<file path="src/sv/dlfb_pkg.sv">
// Shared types and constants of the double-buffered framebuffer.
`timescale 1ns / 1ps
`default_nettype none

package dlfb_pkg;

    // Item kinds on the input channel.
    localparam logic [1:0] KIND_CMD   = 2'd0;
    localparam logic [1:0] KIND_READ  = 2'd1;
    localparam logic [1:0] KIND_FETCH = 2'd2;
    localparam logic [1:0] KIND_SOFT  = 2'd3;

    // Command codes.
    localparam logic [3:0] CMD_STOP      = 4'd0;
    localparam logic [3:0] CMD_SET       = 4'd1;
    localparam logic [3:0] CMD_WRITE     = 4'd2;
    localparam logic [3:0] CMD_WRITE_ADV = 4'd3;
    localparam logic [3:0] CMD_FWD       = 4'd4;
    localparam logic [3:0] CMD_BACK      = 4'd5;
    localparam logic [3:0] CMD_ADDR_RO   = 4'd6;
    localparam logic [3:0] CMD_PIX_RO    = 4'd7;
    localparam logic [3:0] CMD_HOME      = 4'd8;
    localparam logic [3:0] CMD_CLEAR     = 4'd9;
    localparam logic [3:0] CMD_SINGLE    = 4'd10;
    localparam logic [3:0] CMD_DOUBLE    = 4'd11;
    localparam logic [3:0] CMD_SWAP      = 4'd12;

    // Result width codes.
    localparam logic [1:0] WIDTH_NONE  = 2'd0;
    localparam logic [1:0] WIDTH_ADDR  = 2'd1;
    localparam logic [1:0] WIDTH_PIXEL = 2'd2;

    localparam int VALUE_BITS = 24;

    typedef enum logic [2:0] {
        SW_IDLE  = 3'b001,
        SW_INIT  = 3'b010,
        SW_CLEAR = 3'b100
    } t_sweep_state;

    // Where a result value comes from.
    typedef enum logic [1:0] {
        SRC_ZERO,
        SRC_ADDR,
        SRC_BUF0,
        SRC_BUF1
    } t_src;

    // Control flags as the datapath sees them.
    typedef struct packed {
        logic address_out;
        logic pixel_out;
        logic draw_one;
        logic shown_one;
    } t_view;

    // Sweep status: a sweep is running, and it is the power-on fill of both buffers.
    typedef struct packed {
        logic active;
        logic init;
    } t_sweep;

endpackage

`default_nettype wire

</file>
<file path="src/sv/dlfb_ctrl.sv">
// Cursor, control flags and the memory clearing sequencer.
`timescale 1ns / 1ps
`default_nettype none

module dlfb_ctrl
    import dlfb_pkg::*;
#(
    parameter int PIXEL_COUNT = 16384,
    parameter int AW          = 14
) (
    input  wire logic          i_clk,
    input  wire logic          i_rst_n,
    input  wire logic          i_accept,
    input  wire logic [1:0]    i_kind,
    input  wire logic [3:0]    i_code,
    input  wire logic [23:0]   i_data,
    output logic      [AW-1:0] o_cursor,
    output t_view              o_view,
    output t_sweep             o_sweep,
    output logic      [AW-1:0] o_sweep_addr
);

    logic [AW-1:0] r_cursor, n_cursor;
    logic          r_address_out, n_address_out;
    logic          r_pixel_out, n_pixel_out;
    logic          r_double_mode, n_double_mode;
    logic          r_draw_select, n_draw_select;
    t_sweep_state  r_state, n_state;
    logic [AW-1:0] r_sweep_addr, n_sweep_addr;

    logic [AW:0]   cursor_inc;
    logic [AW-1:0] cursor_fwd;
    logic [AW-1:0] cursor_back;
    logic [AW-1:0] cursor_set;
    logic          sweep_last;

    assign cursor_inc  = {1'b0, r_cursor} + (AW+1)'(1);
    assign cursor_fwd  = (cursor_inc >= (AW+1)'(PIXEL_COUNT)) ? '0 : cursor_inc[AW-1:0];
    assign cursor_back = (r_cursor == '0) ? AW'(PIXEL_COUNT - 1) : r_cursor - AW'(1);
    assign cursor_set  = (17'(i_data[15:0]) >= 17'(PIXEL_COUNT)) ? '0 : i_data[AW-1:0];
    assign sweep_last  = (r_sweep_addr == AW'(PIXEL_COUNT - 1));

    always_comb begin
        n_cursor      = r_cursor;
        n_address_out = r_address_out;
        n_pixel_out   = r_pixel_out;
        n_double_mode = r_double_mode;
        n_draw_select = r_draw_select;
        n_state       = r_state;
        n_sweep_addr  = r_sweep_addr;

        if (r_state != SW_IDLE) begin
            n_sweep_addr = r_sweep_addr + AW'(1);
            if (sweep_last) begin
                n_state      = SW_IDLE;
                n_sweep_addr = '0;
            end
        end

        if (i_accept && i_kind == KIND_CMD) begin
            case (i_code)
                CMD_STOP: begin
                    n_address_out = 1'b0;
                    n_pixel_out   = 1'b0;
                end
                CMD_SET:       n_cursor = cursor_set;
                CMD_WRITE_ADV: n_cursor = cursor_fwd;
                CMD_FWD:       n_cursor = cursor_fwd;
                CMD_BACK:      n_cursor = cursor_back;
                CMD_ADDR_RO: begin
                    n_address_out = 1'b1;
                    n_pixel_out   = 1'b0;
                end
                CMD_PIX_RO: begin
                    n_address_out = 1'b0;
                    n_pixel_out   = 1'b1;
                end
                CMD_HOME:      n_cursor = '0;
                CMD_CLEAR: begin
                    n_cursor     = '0;
                    n_state      = SW_CLEAR;
                    n_sweep_addr = '0;
                end
                CMD_SINGLE:    n_double_mode = 1'b0;
                CMD_DOUBLE:    n_double_mode = 1'b1;
                CMD_SWAP:      n_draw_select = ~r_draw_select;
                default: begin
                end
            endcase
        end else if (i_accept && i_kind == KIND_SOFT) begin
            n_cursor      = '0;
            n_address_out = 1'b0;
            n_pixel_out   = 1'b0;
            n_double_mode = 1'b0;
            n_draw_select = 1'b0;
        end
    end

    always_ff @(posedge i_clk) begin
        if (!i_rst_n) begin
            r_cursor      <= '0;
            r_address_out <= 1'b0;
            r_pixel_out   <= 1'b0;
            r_double_mode <= 1'b0;
            r_draw_select <= 1'b0;
            r_state       <= SW_INIT;
            r_sweep_addr  <= '0;
        end else begin
            r_cursor      <= n_cursor;
            r_address_out <= n_address_out;
            r_pixel_out   <= n_pixel_out;
            r_double_mode <= n_double_mode;
            r_draw_select <= n_draw_select;
            r_state       <= n_state;
            r_sweep_addr  <= n_sweep_addr;
        end
    end

    assign o_cursor           = r_cursor;
    assign o_view.address_out = r_address_out;
    assign o_view.pixel_out   = r_pixel_out;
    assign o_view.draw_one    = r_double_mode & r_draw_select;
    assign o_view.shown_one   = r_double_mode & ~r_draw_select;
    assign o_sweep.active     = (r_state != SW_IDLE);
    assign o_sweep.init       = (r_state == SW_INIT);
    assign o_sweep_addr       = r_sweep_addr;

endmodule

`default_nettype wire

</file>
<file path="config.mk">
export PLATFORM = sky130hd
export DESIGN_NAME = dlfb_ctrl
export DESIGN_NICKNAME = d
export VERILOG_FILES = /design/src/sv/dlfb_pkg.sv /design/src/sv/dlfb_ctrl.sv
export SDC_FILE = /design/constraint.sdc
export NUM_CORES = 1
export LEC_CHECK = 0
export BUFFER_PORTS_ARGS = -buffer_cell sky130_fd_sc_hd__buf_4
export CAP_MARGIN = 20
export CORE_ASPECT_RATIO = 0.7
export CORE_MARGIN = 3
export CORE_UTILIZATION = 53
export DETAILED_ROUTE_END_ITERATION = 16
export GPL_ROUTABILITY_DRIVEN = 0
export GPL_TIMING_DRIVEN = 0
export PLACE_DENSITY = 0.81
export SLEW_MARGIN = 40
export SYNTH_ARGS = -nofsm -noshare
export SYNTH_HDL_FRONTEND = slang
export SYNTH_SLANG_ARGS = --single-unit
</file>
<file path="constraint.sdc">
create_clock -name i_clk -period 2.15 [get_ports i_clk]
set_input_delay 0.215 -clock i_clk [delete_from_list [all_inputs] [get_ports i_clk]]
set_output_delay 0.215 -clock i_clk [all_outputs]
set_load 0.005 [all_outputs]
</file>
# Word level (Yosys, flattened, before mapping)
# Cells that the tools add are included.
dict set report totals {
  regBits 35
  wordCells 73
  out_inout_bits 34
}
dict set report classes {
  add_sub_neg 3
  mux 23
  n_eq_ne 20
  n_reduce_logical 15
  order_cmp 2
  n_bitwise 3
}
# op count
set op_table {}
lappend op_table {{two-way mux 14 bit} 9}
lappend op_table {{case mux 14 bit (4 select lines)} 1}
lappend op_table {{equality test 4 bit (second input constant)} 5}
lappend op_table {{equality test 4 x 3 -> 1 bit (second input constant)} 4}
lappend op_table {{greater-or-equal comparator 16 x 15 -> 1 bit (second input constant)} 1}
lappend op_table {{adder 14 x 1 -> 15 bit (second input constant)} 1}
lappend op_table {{greater-or-equal comparator 15 bit (second input constant)} 1}
lappend op_table {{adder 14 x 1 -> 14 bit (second input constant)} 1}
lappend op_table {{equality test 14 bit (second input constant)} 1}
lappend op_table {{logical NOT 14 bit} 1}
lappend op_table {{subtractor 14 x 1 -> 14 bit (second input constant)} 1}
lappend op_table {{two-way mux 3 bit} 4}
lappend op_table {{AND reduction 2 bit} 5}
lappend op_table {{OR reduction 2 bit} 4}
lappend op_table {{two-way mux 1 bit} 6}
lappend op_table {{!= test 3 x 1 -> 1 bit (second input constant)} 2}
lappend op_table {{!= test 3 x 2 -> 1 bit (second input constant)} 2}
lappend op_table {{case mux 1 bit (2 select lines)} 3}
lappend op_table {{!= test 5 x 3 -> 1 bit (second input constant)} 1}
lappend op_table {{equality test 4 x 1 -> 1 bit (second input constant)} 1}
lappend op_table {{equality test 4 x 2 -> 1 bit (second input constant)} 1}
lappend op_table {{logical NOT 4 bit} 1}
lappend op_table {{equality test 3 x 2 -> 1 bit (second input constant)} 1}
lappend op_table {{AND 1 bit} 2}
lappend op_table {{6 further kinds} 7}

# Longest topological paths before layout
# Gate-level depths: netlist of run 1.
dict set report logic_depth {
  word_depth 5
  mapped_depth 9
  depth_no_buf 8
}

# Worst setup path after synthesis of run 1
# No wires, ideal clock.
dict set report synth_timing {
  path_type {reg2reg}
  start {register r_cursor[0], in the netlist o_cursor[0]}
  end {register r_cursor[7], in the netlist o_cursor[7]}
  required_time_ps 2022
  arrival_time_ps 1830
  setup_slack_ps 192
  stages_incl_launch_ff 7
  period_less_slack_ps 1958
  cell_sequence {dfxtp_1 or4_1 buf_2 o41ai_1 o21ai_1 a2111oi_0 o31ai_1}
}
dict set report synth_between {
  elab_chain_cells 5
}
# element line_no
set synth_lines {}
lappend synth_lines {{start: declaration} dlfb_ctrl.sv:23} ;# logic [AW-1:0] r_cursor, n_cursor;
lappend synth_lines {{start signal: assignment} dlfb_ctrl.sv:109} ;# r_cursor <= n_cursor;
lappend synth_lines {{adder 14 x 1 -> 15 bit} dlfb_ctrl.sv:37} ;# assign cursor_inc = {1'b0, r_cursor} + (AW+1)'(1);
lappend synth_lines {{greater-or-equal comparator 15 bit} dlfb_ctrl.sv:38} ;# assign cursor_fwd = (cursor_inc >= (AW+1)'(PIXEL_COUNT)) ? '0 : cursor_inc[AW-1:0];
lappend synth_lines {{two-way mux 14 bit} dlfb_ctrl.sv:38}
lappend synth_lines {{case mux 14 bit (4 select lines) *} dlfb_ctrl.sv:61} ;# case (i_code)
lappend synth_lines {{two-way mux 14 bit *} dlfb_ctrl.sv:60} ;# if (i_accept && i_kind == KIND_CMD) begin
# Every way passes the cells marked *; elsewhere a longest branch is shown, timed or not.
# A chain may end at the register's enable or synchronous reset.

# Worst setup path in the final report of run 1
dict set report layout_timing {
  start {register r_cursor[5], in the netlist o_cursor[5]}
  end {register r_cursor[10], in the netlist o_cursor[10]}
}
# Same word-level chain as after synthesis.

==> flow_summary.yaml, run 1 <==
route:
  via_per_inst: 6.20
  route.vias.total: 2728
  wire_per_inst_um: 16.6
  drtAntennaViolNets: 0
  drc: 0
  drt_iter0_drc: 368
  wirelength_um: 7320
  firstDrtPassIters: 5
cts:
  cts_buffers: 5
  clock_path_buffers: 2
  cts_max_level: 2
  clkSlewWorstSetupHoldPaths_ns: 0.08
  cts_hold_buf: 0
  root_buffer: "clkbuf_8"
  cts_num_sinks: 35
  clkLatencyLatePin_ns: 0.30
  tritoncts: "yes"
logic_synthesis:
  yosysWarnings: 0
  synth-edff-count: 0
  netlist_instances: 324
  ys_types: 59
  synth.top_cell.area_share_pct: 28.5
  synth_seq_cells: 35
  seq_area_frac_synth_pct: 28.5
  async_flop_share_pct: 0
  synth-main-ff-cell: "dfxtp_1"
  synth.avg_cell_area_um2: 7.60
  synthesis.nets: 361
  yosysTopAreaCell: "dfxtp_1"
  netlist_top_cells_area: "dfxtp_1, a21oi_1, nand2_1"
  syn_area_mm2: 0.00246
sta:
  fmax_ghz: 0.464
  grt_setup_unrepaired: "true"
  min_period_ns: 2.15
  fin_ws_ns: -0.00441
  setup-violations-final: 1
  hold_viol: 0
  relSlewSlack_pct: 53.9
  slew_viol_final: 0
  period_share_pct: 100
  timing.hold.ws_ns: 0.173
  worst_pin_slew_ns: 0.688
  skew_ns: 0.00676
power:
  power.leakage_nw: 1.22
  sequentialPowerShare_pct: 46.2
  p_switching_mw: 0.430
  swShare_pct: 29.5
  ir_drop_mv: 0.417
  p_int_mw: 1.03
  clockPowerShare_pct: 34.5
  power_density_mw_per_mm2: 472
  combPwrFrac_pct: 19.3
layout:
  final_layout_size_suffix_gt1_share_pct: 24.9
  nFillCells: 366
  layout_commonest_cell: "buf_4"
  diodes: 0
  areaGrowthSynthToFinish_pct: 25.7
  final_cell_mix: "buf_4, nand2_1, dfxtp_1"
  final_nets: 422
  final_cell_area_mm2: 0.00309
  fin_util_pct: 70.3
die:
  die_h_um: 63.0
  dieArea_mm2: 0.00551
  die_w_um: 87.5
  num_io_pins: 67
  initial_core_util_pct: 55.9
  core_area_mm2: 0.00440
  rows: 20
setup_path:
  required_ns: 2.33
  r2r_slack_ns: -0.004
  cp-start-kind: "flop"
  end_kind: "flop"
  rr_worst_depth: 8
  path_max_fanout: 10
  path_class: "reg2reg"
  arrival_ns: 2.33
grt:
  use_met2_pct: 36.7
  overflow: 0
  antenna_found_initial: 0
  grt_start_max_net_pins: 11
  grt_pass1_wl_um: 11800
  grtUsageTotal_pct: 26.8
  grt_pass1_vias: 2405
  grtUsageMet1_pct: 39.5
  top_usage_layer: "met1"
  use_met3_pct: 7.91
place:
  port_buffers: 55
  dpl_cell_area_mm2: 0.00294
  hpwl_um: 5310
worst_hold_path:
  min_path_cells: 3
  min_path_type: "in2reg"
flow_run:
  maxCapViolCount: 0
status:
  status: "finished with violations"
  violations: "setup timing"
==> final timing paths <==
path	start	endpoint
worst max-delay path	o_cursor[5]	o_cursor[10]
worst min-delay path	i_data[8]	o_cursor[8]
worst min register to register	r_state[1]	r_state[1]
worst max register to register	o_cursor[5]	o_cursor[10]
==> what timing repair did <==
action | 4_1_cts | 5_1_grt
cloned | 0 | 0
buffers inserted | 0 | 1
resized for setup | 3 | 15
setup endpoints to repair | 2 | 21
pin swaps | 0 | 1
endpoints found under the hold margin | 0 | 0
==> metrics by stage <==
step	std cells	TNS [ns]	power, mW	worst slack [ns]
2_1_floorplan	324	0	0.853	0.192
3_3_place_gp	434	-0.538	0.946	-0.0865
3_5_place_dp	434	-0.813	0.951	-0.122
4_1_cts	441	0	1.45	0.0159
5_1_grt	440	-0.0375	1.51	-0.0227
6_report	440	-0.00441	1.46	-0.00441
==> sequential cells by signal (all words and copies together) (netlist names) <==
signal	count
r_pixel_out	1
r_state	3
r_draw_select	1
r_double_mode	1
o_cursor	14
o_sweep_addr	14
r_address_out	1
==> power by group through the flow <==
| stage | clock (mW) | sequential, mW | combinational [mW] |
|---|---|---|---|
| floorplan | 0 | 0.684 | 0.169 |
| global placement | 0 | 0.686 | 0.260 |
| detailed placement | 0 | 0.686 | 0.265 |
| CTS | 0.508 | 0.671 | 0.268 |
| global route | 0.527 | 0.676 | 0.305 |
| finish | 0.504 | 0.674 | 0.282 |
==> layer usage <==
layer / share of wire, % / routed length (um)
met5: 0 / 0
met3: 13 / 964
met1: 46 / 3350
met4: 1.7 / 125
met2: 39 / 2890
==> cells by family (layout without fill, tap and decap cells) <==
group	Yosys count	count (layout)	synth area share [%]
xor+xnor	21	21	7.47
compound gates	93	93	25.9
fa+ha+maj	4	4	2.03
buf+inv	34	95	6.45
flops	35	35	28.5
simple gates	137	137	29.7
==> cell usage after synthesis, types with 5 or more instances <==
cell type / n
a21oi_1: 30
a31oi_1: 5
and2_1: 5
and3_1: 6
buf_2: 7
clkbuf_1: 12
dfxtp_1: 35
inv_1: 10
nand2_1: 34
nand3_1: 18
nand4_1: 7
nor2_1: 26
nor2b_1: 5
nor3_1: 12
nor3b_1: 5
o21ai_0: 5
o21ai_1: 9
o31ai_1: 11
xnor2_1: 12
xor2_1: 9
==> worst max-delay path, stage by stage, from the launching register on <==
cell and delay [ns]:
dfxtp_1 0.33, buf_6 0.14, or4_4 0.51, buf_6 0.16, nor3_4 0.24, xnor2_1 0.15, a21oi_1 0.11, a211oi_2 0.30
o31ai_1 0.11
==> layout make-up <==
class | instances | area, um^2 | area share [%]
clock buffer | 6 | 82.6 | 2.67
inverter | 11 | 41.3 | 1.33
clock inverter | 1 | 5.00 | 0.162
timing repair buffer | 56 | 420 | 13.6
sequential | 35 | 704 | 22.8
tap | 55 | 68.8 | 2.22
multi-input combinational | 255 | 1660 | 53.6
buffer | 21 | 114 | 3.68
Note: power is estimated with default switching activity, not from simulation.
==> inputs of run 2 (changes only) <==
ABC_AREA = 1   (was not set)
CORE_UTILIZATION = 48   (was 53)
PLACE_DENSITY = 0.76   (was 0.81)
clock period = 1.9 ns   (was 2.15 ns; I/O delays follow)
==> run 2 against run 1 <==
The flow now finishes without violations; power increased by 17%; combinational power grew 31%; die area grew 15%; sequential power grew 14%; setup slack improved by 0.12 ns; first-iteration DRC count fell by 35%; design area rose by 5.5%; synthesized cell count increased by 41%; critical endpoint is now o_cursor[3].
==> flow_summary.yaml, run 2 <==
place:
  hpwl_um: 5720
  dpl_cell_area_mm2: 0.00312
  port_buffers: 58
  preCtsSetupSlack_ns: -0.0425
  post-place-cells: 585
sta:
  skew_ns: 0.00688
  slew_viol_final: 0
  fmax_ghz: 0.561
  min_period_ns: 1.78
  finalSetupTns_ns: 0
  relSlewSlack_pct: 54.2
  worst_pin_slew_ns: 0.682
  setup-violations-final: 0
  fin_ws_ns: 0.119
  period_share_pct: 93.7
  hold_viol: 0
logic_synthesis:
  yosysTopAreaCell: "dfxtp_1"
  netlist_top_cells_area: "dfxtp_1, nand2_1, nor2_1"
  synth_seq_cells: 35
  synth.avg_cell_area_um2: 5.68
  yosysWarnings: 0
  syn_area_mm2: 0.00260
  synthMuxAreaShare_pct: 0
  netlist_instances: 458
  synth_top_family_by_area: "simple AND/OR/NAND/NOR gates"
  async_flop_share_pct: 0
  synth_xor_area_share_pct: 3.37
  synth.top_cell.area_share_pct: 26.9
  ys_types: 29
  synth-main-ff-cell: "dfxtp_1"
  synth_simple_gate_area_share_pct: 45.6
  synth-edff-count: 0
  synth-compound-area-share_pct: 11.9
  synthesis.nets: 495
  synth_commonest_cells: "nand2_1, nor2_1, inv_1"
  synth_fa_ha_area_share_pct: 1.92
  synth_most_common_cell: "nand2_1"
  seq_area_frac_synth_pct: 26.9
power:
  power.leakage_nw: 1.55
  power_density_mw_per_mm2: 521
  ir_drop_mv: 0.340
layout:
  fin_util_pct: 65.4
  fin_cells: 593
  final_cell_area_mm2: 0.00327
  layout_commonest_cell: "nand2_1"
  areaGrowthSynthToFinish_pct: 25.5
  final_layout_size_suffix_gt1_share_pct: 18.5
  diodes: 0
  final_cell_mix: "nand2_1, nor2_1, buf_4"
  final_nets: 561
status:
  status: "complete, no violations"
setup_path:
  slowest_delay_ns: 0.33
  required_ns: 2.05
  crit_top_cell: "nand2_1"
  cp_cell_sequence: "clkbuf_2 -> nand2_1 -> nor2_1 -> nand3b_1 -> nor2_2 -> nor2_4 -> nand2_1 -> nand3_1 -> nand2_1 -> a21oi_1"
  path_class: "reg2reg"
  arrival_ns: 1.94
  end_kind: "flop"
  path_max_fanout: 8
  cp-start-kind: "flop"
  slowest_stage: "dfxtp_1"
grt:
  use_met2_pct: 32.4
  grt_pass1_vias: 2586
  grt_start_max_net_pins: 11
  use_met3_pct: 4.79
  grt_pass1_wl_um: 12300
  grtUsageMet1_pct: 39.0
  top_usage_layer: "met1"
  antenna_found_initial: 0
  grtUsageTotal_pct: 24.6
  overflow: 0
route:
  drc: 0
  route.vias.total: 3042
  drtAntennaViolNets: 0
  via_per_inst: 5.13
  wire_per_inst_um: 12.8
  firstDrtPassIters: 5
  drt_iter0_drc: 240
  wirelength_um: 7570
die:
  core_area_mm2: 0.00499
  num_io_pins: 67
  die_h_um: 67.6
  rows: 21
  dieArea_mm2: 0.00636
  initial_core_util_pct: 52.1
  die_w_um: 94.0
cts:
  root_buffer: "clkbuf_8"
  cts_hold_buf: 0
  cts_num_sinks: 35
  tritoncts: "yes"
  cts_max_level: 2
  clkSlewWorstSetupHoldPaths_ns: 0.08
  cts_buffers: 5
  clock_path_buffers: 2
  clkLatencyLatePin_ns: 0.29
worst_hold_path:
  min_path_type: "in2reg"
flow_run:
  maxCapViolCount: 0
run 2: cell count changes in the layout (fill, tap and decap cells not counted), sizes merged, moves of 5 or more:
| cell | before | now |
|---|---|---|
| clkbuf | 17 | 12 |
| nand3 | 18 | 38 |
| o31ai | 11 | 1 |
| and2 | 5 | 0 |
| o32ai | 5 | 0 |
| a21oi | 30 | 41 |
| xnor2 | 12 | 0 |
| nand2 | 34 | 144 |
| nor2b | 5 | 0 |
| inv | 11 | 51 |
| and3 | 6 | 0 |
| nor2 | 26 | 78 |
| a31oi | 5 | 0 |
run 2: metrics by stage:
stage	power (mW)	hold WS (ns)
after floorplan	1.01	0.261
after global placement	1.13	0.421
after detailed placement	1.14	0.431
after CTS	1.69	0.129
after global routing	1.78	0.141
final	1.70	0.133
run 2: timing repair:
action                                  4_1_cts  5_1_grt
pin swaps                                     0        3
endpoints found under the setup margin        7       18
buffers inserted                              0        2
resized for setup                             2       15
run 2: per-layer routing:
layer	vias to the layer above	routed length (um)
met5	-	0
li1	1579	-
met1	1323	3930
met2	129	2850
met4	0	83
met3	11	719
run 2: logic make-up (layout without fill, tap and decap cells):
family	after synthesis	in the layout
AND/OR/NAND/NOR	284	284
buffers and inverters	66	132
AO/OA/AOI/OAI	59	59
flip-flops	35	35
XOR/XNOR	10	10
adder cells (fa/ha/maj)	4	4
run 2: power by group:
| group | switching (mW) | internal, mW | total [mW] |
|---|---|---|---|
| clock | 0.280 | 0.285 | 0.565 |
| sequential | 0.0195 | 0.747 | 0.767 |
| combinational | 0.226 | 0.144 | 0.370 |
| total | 0.525 | 1.18 | 1.70 |
run 2: critical path, delay by kind of cell, from the launching register on:
kind / cells / cell delay, ns
and+or+nand+nor: 8 / 1.08
DFF: 1 / 0.33
AOI/OAI and AO/OA: 1 / 0.05
buffers and inverters: 1 / 0.19
run 2: final cells by class:
class                      count  area [um^2]
buffer                        13         70.1
clock buffer                   6         82.6
clock inverter                 1         5.00
fill                         506         1730
inverter                      52          195
multi-input combinational    357         1670
sequential                    35          707
tap                           69         86.3
timing repair buffer          60          450
run 2: path summary, 6_finish.rpt:
check	depth (start not counted)	from	to	slack, ns
worst min-delay path	2	i_rst_n	r_state[1]	0.13
worst max-delay path	10	o_cursor[5]	o_cursor[3]	0.12
worst max register to register	10	o_cursor[5]	o_cursor[3]	0.12
worst min register to register	2	r_pixel_out	r_pixel_out	0.47
==> inputs of run 3 (changes only) <==
ABC_AREA = not set   (was 1)
CORE_UTILIZATION = 53   (was 48)
GPL_TIMING_DRIVEN = 1   (was 0)
PLACE_DENSITY = 0.81   (was 0.76)
clock period = 1.95 ns   (was 1.9 ns; I/O delays follow)
==> run 3 against run 2 <==
Via count shrank 2.3%; largest power group unchanged; sequential cell count did not move; clock power up 19%; sequential power shrank 3.5%; design area grew 4.3%; die area fell by 13%; cell count is 21% lower.
==> flow_summary.yaml, run 3 (synthesis gave the netlist of run 1 again) <==
status:
  status: "complete, no violations"
sta:
  timing.hold.ws_ns: 0.136
  slew_viol_final: 0
  fmax_ghz: 0.525
  hold_viol: 0
  min_period_ns: 1.90
  setup-violations-final: 0
  worst_pin_slew_ns: 0.754
  skew_ns: 0.00431
  relSlewSlack_pct: 49.7
  period_share_pct: 97.6
flow_run:
  maxCapViolCount: 0
route:
  route.vias.total: 2972
  drt_iter0_drc: 466
  wirelength_um: 8520
  wl_met3_um: 969
  wire_per_inst_um: 18.1
  routed.top_layer: "met4"
  dr_wl_met2_um: 3740
  firstDrtPassIters: 5
  drtAntennaViolNets: 0
  via_per_inst: 6.31
  drc: 0
  met1_length_um: 3570
setup_path:
  end_kind: "flop"
  path_class: "reg2reg"
  cp-start-kind: "flop"
  r2r_end: "o_cursor[12]"
  arrival_ns: 2.07
  rr_worst_depth: 8
  path_max_fanout: 5
  required_ns: 2.12
  r2r_slack_ns: 0.05
  r2r-start: "o_cursor[0]"
power:
  sequentialPowerShare_pct: 41.3
  clockPowerShare_pct: 37.6
  ir_drop_mv: 0.381
  p_switching_mw: 0.504
  power_density_mw_per_mm2: 527
  p_int_mw: 1.29
  swShare_pct: 28.1
  finalPower_mw: 1.79
  combPwrFrac_pct: 21.1
  power.leakage_nw: 1.42
grt:
  grt_pass1_vias: 2725
  overflow: 0
  grt_start_max_net_pins: 15
  antenna_found_initial: 0
  grt_pass1_wl_um: 13100
  grtUsageTotal_pct: 30.0
die:
  core_area_mm2: 0.00440
  die_h_um: 63.0
  rows: 20
  initial_core_util_pct: 55.9
  num_io_pins: 67
  dieArea_mm2: 0.00551
  die_w_um: 87.5
cts:
  cts_max_level: 2
  tritoncts: "yes"
  root_buffer: "clkbuf_8"
  clock_path_buffers: 2
  cts_hold_buf: 0
  clkSlewWorstSetupHoldPaths_ns: 0.08
  clkLatencyLatePin_ns: 0.29
  cts_num_sinks: 35
  cts_buffers: 5
layout:
  final_layout_size_suffix_gt1_share_pct: 34.9
  final_nets: 452
  diodes: 0
  areaGrowthSynthToFinish_pct: 38.3
  layout_commonest_cell: "buf_4"
  multi_input_area_mm2: 0.00165
  final_cell_area_mm2: 0.00340
  regArea_um2: 711
  final_cell_mix: "buf_4, nand2_1, a21oi_1"
  nFillCells: 332
worst_hold_path:
  min_path_type: "in2reg"
  min_path_cells: 2
  holdPathEnd: "r_state[1]"
  worst_hold_startpoint: "i_rst_n"
place:
  dpl_cell_area_mm2: 0.00323
  port_buffers: 58
  hpwl_um: 6200
-- run 3: layer usage --
metal | global-route usage [%] | vias up
met3 | 7.38 | 28
met2 | 44.5 | 197
met5 | 0 | -
met4 | 12.3 | 0
li1 | - | 1374
met1 | 41.2 | 1373
-- run 3: cell type report --
| class | instances | share of cell area [%] |
|---|---|---|
| tap | 55 | 2.02 |
| sequential | 35 | 20.9 |
| inverter | 11 | 1.21 |
| timing repair buffer | 107 | 24.1 |
| clock inverter | 3 | 1.29 |
| clock buffer | 5 | 2.02 |
| multi-input combinational | 255 | 48.5 |
-- run 3: worst max-delay path, cell delays in order (launching register included) --
cell	delay, ns
dfxtp_2	0.36
inv_2	0.08
ha_1	0.17
or3b_4	0.43
nor3_4	0.16
buf_4	0.15
a211oi_1	0.08
o31ai_1	0.24
o21ai_1	0.11
-- run 3: how the worst max path moves through the flow --
stage / startpoint / end / slack [ns]
global route: o_cursor[0] / o_cursor[13] / -0.004
CTS: o_cursor[0] / o_cursor[10] / 0.01
detailed placement: o_cursor[0] / o_cursor[10] / -0.08
finish: o_cursor[0] / o_cursor[12] / 0.05
floorplan: o_cursor[0] / o_cursor[7] / 0.03
global placement: o_cursor[0] / o_cursor[10] / 0.0005
-- run 3: metrics by stage --
stage / cells / TNS [ns] / utilization [%] / setup slack [ns]
2_1_floorplan: 324 / 0 / - / 0.0253
3_3_place_gp: 462 / 0 / 73.2 / 0.000503
3_5_place_dp: 462 / -0.111 / 73.2 / -0.0812
4_1_cts: 470 / 0 / 75.9 / 0.0122
5_1_grt: 471 / -0.00566 / 77.3 / -0.00351
6_report: 471 / 0 / 77.3 / 0.0468
-- run 3: power groups by stage --
stage | sequential (mW) | clock [mW] | combinational [mW]
CTS | 0.738 | 0.677 | 0.358
global route | 0.742 | 0.711 | 0.406
global placement | 0.754 | 0 | 0.344
finish | 0.740 | 0.674 | 0.379
detailed placement | 0.755 | 0 | 0.354
floorplan | 0.755 | 0 | 0.186
-- run 3: what timing repair did --
action                     CTS  global route
buffers inserted             0             0
setup endpoints to repair    3            21
gates resized for setup      1            24
pin swaps                    1             2
gates cloned                 0             1
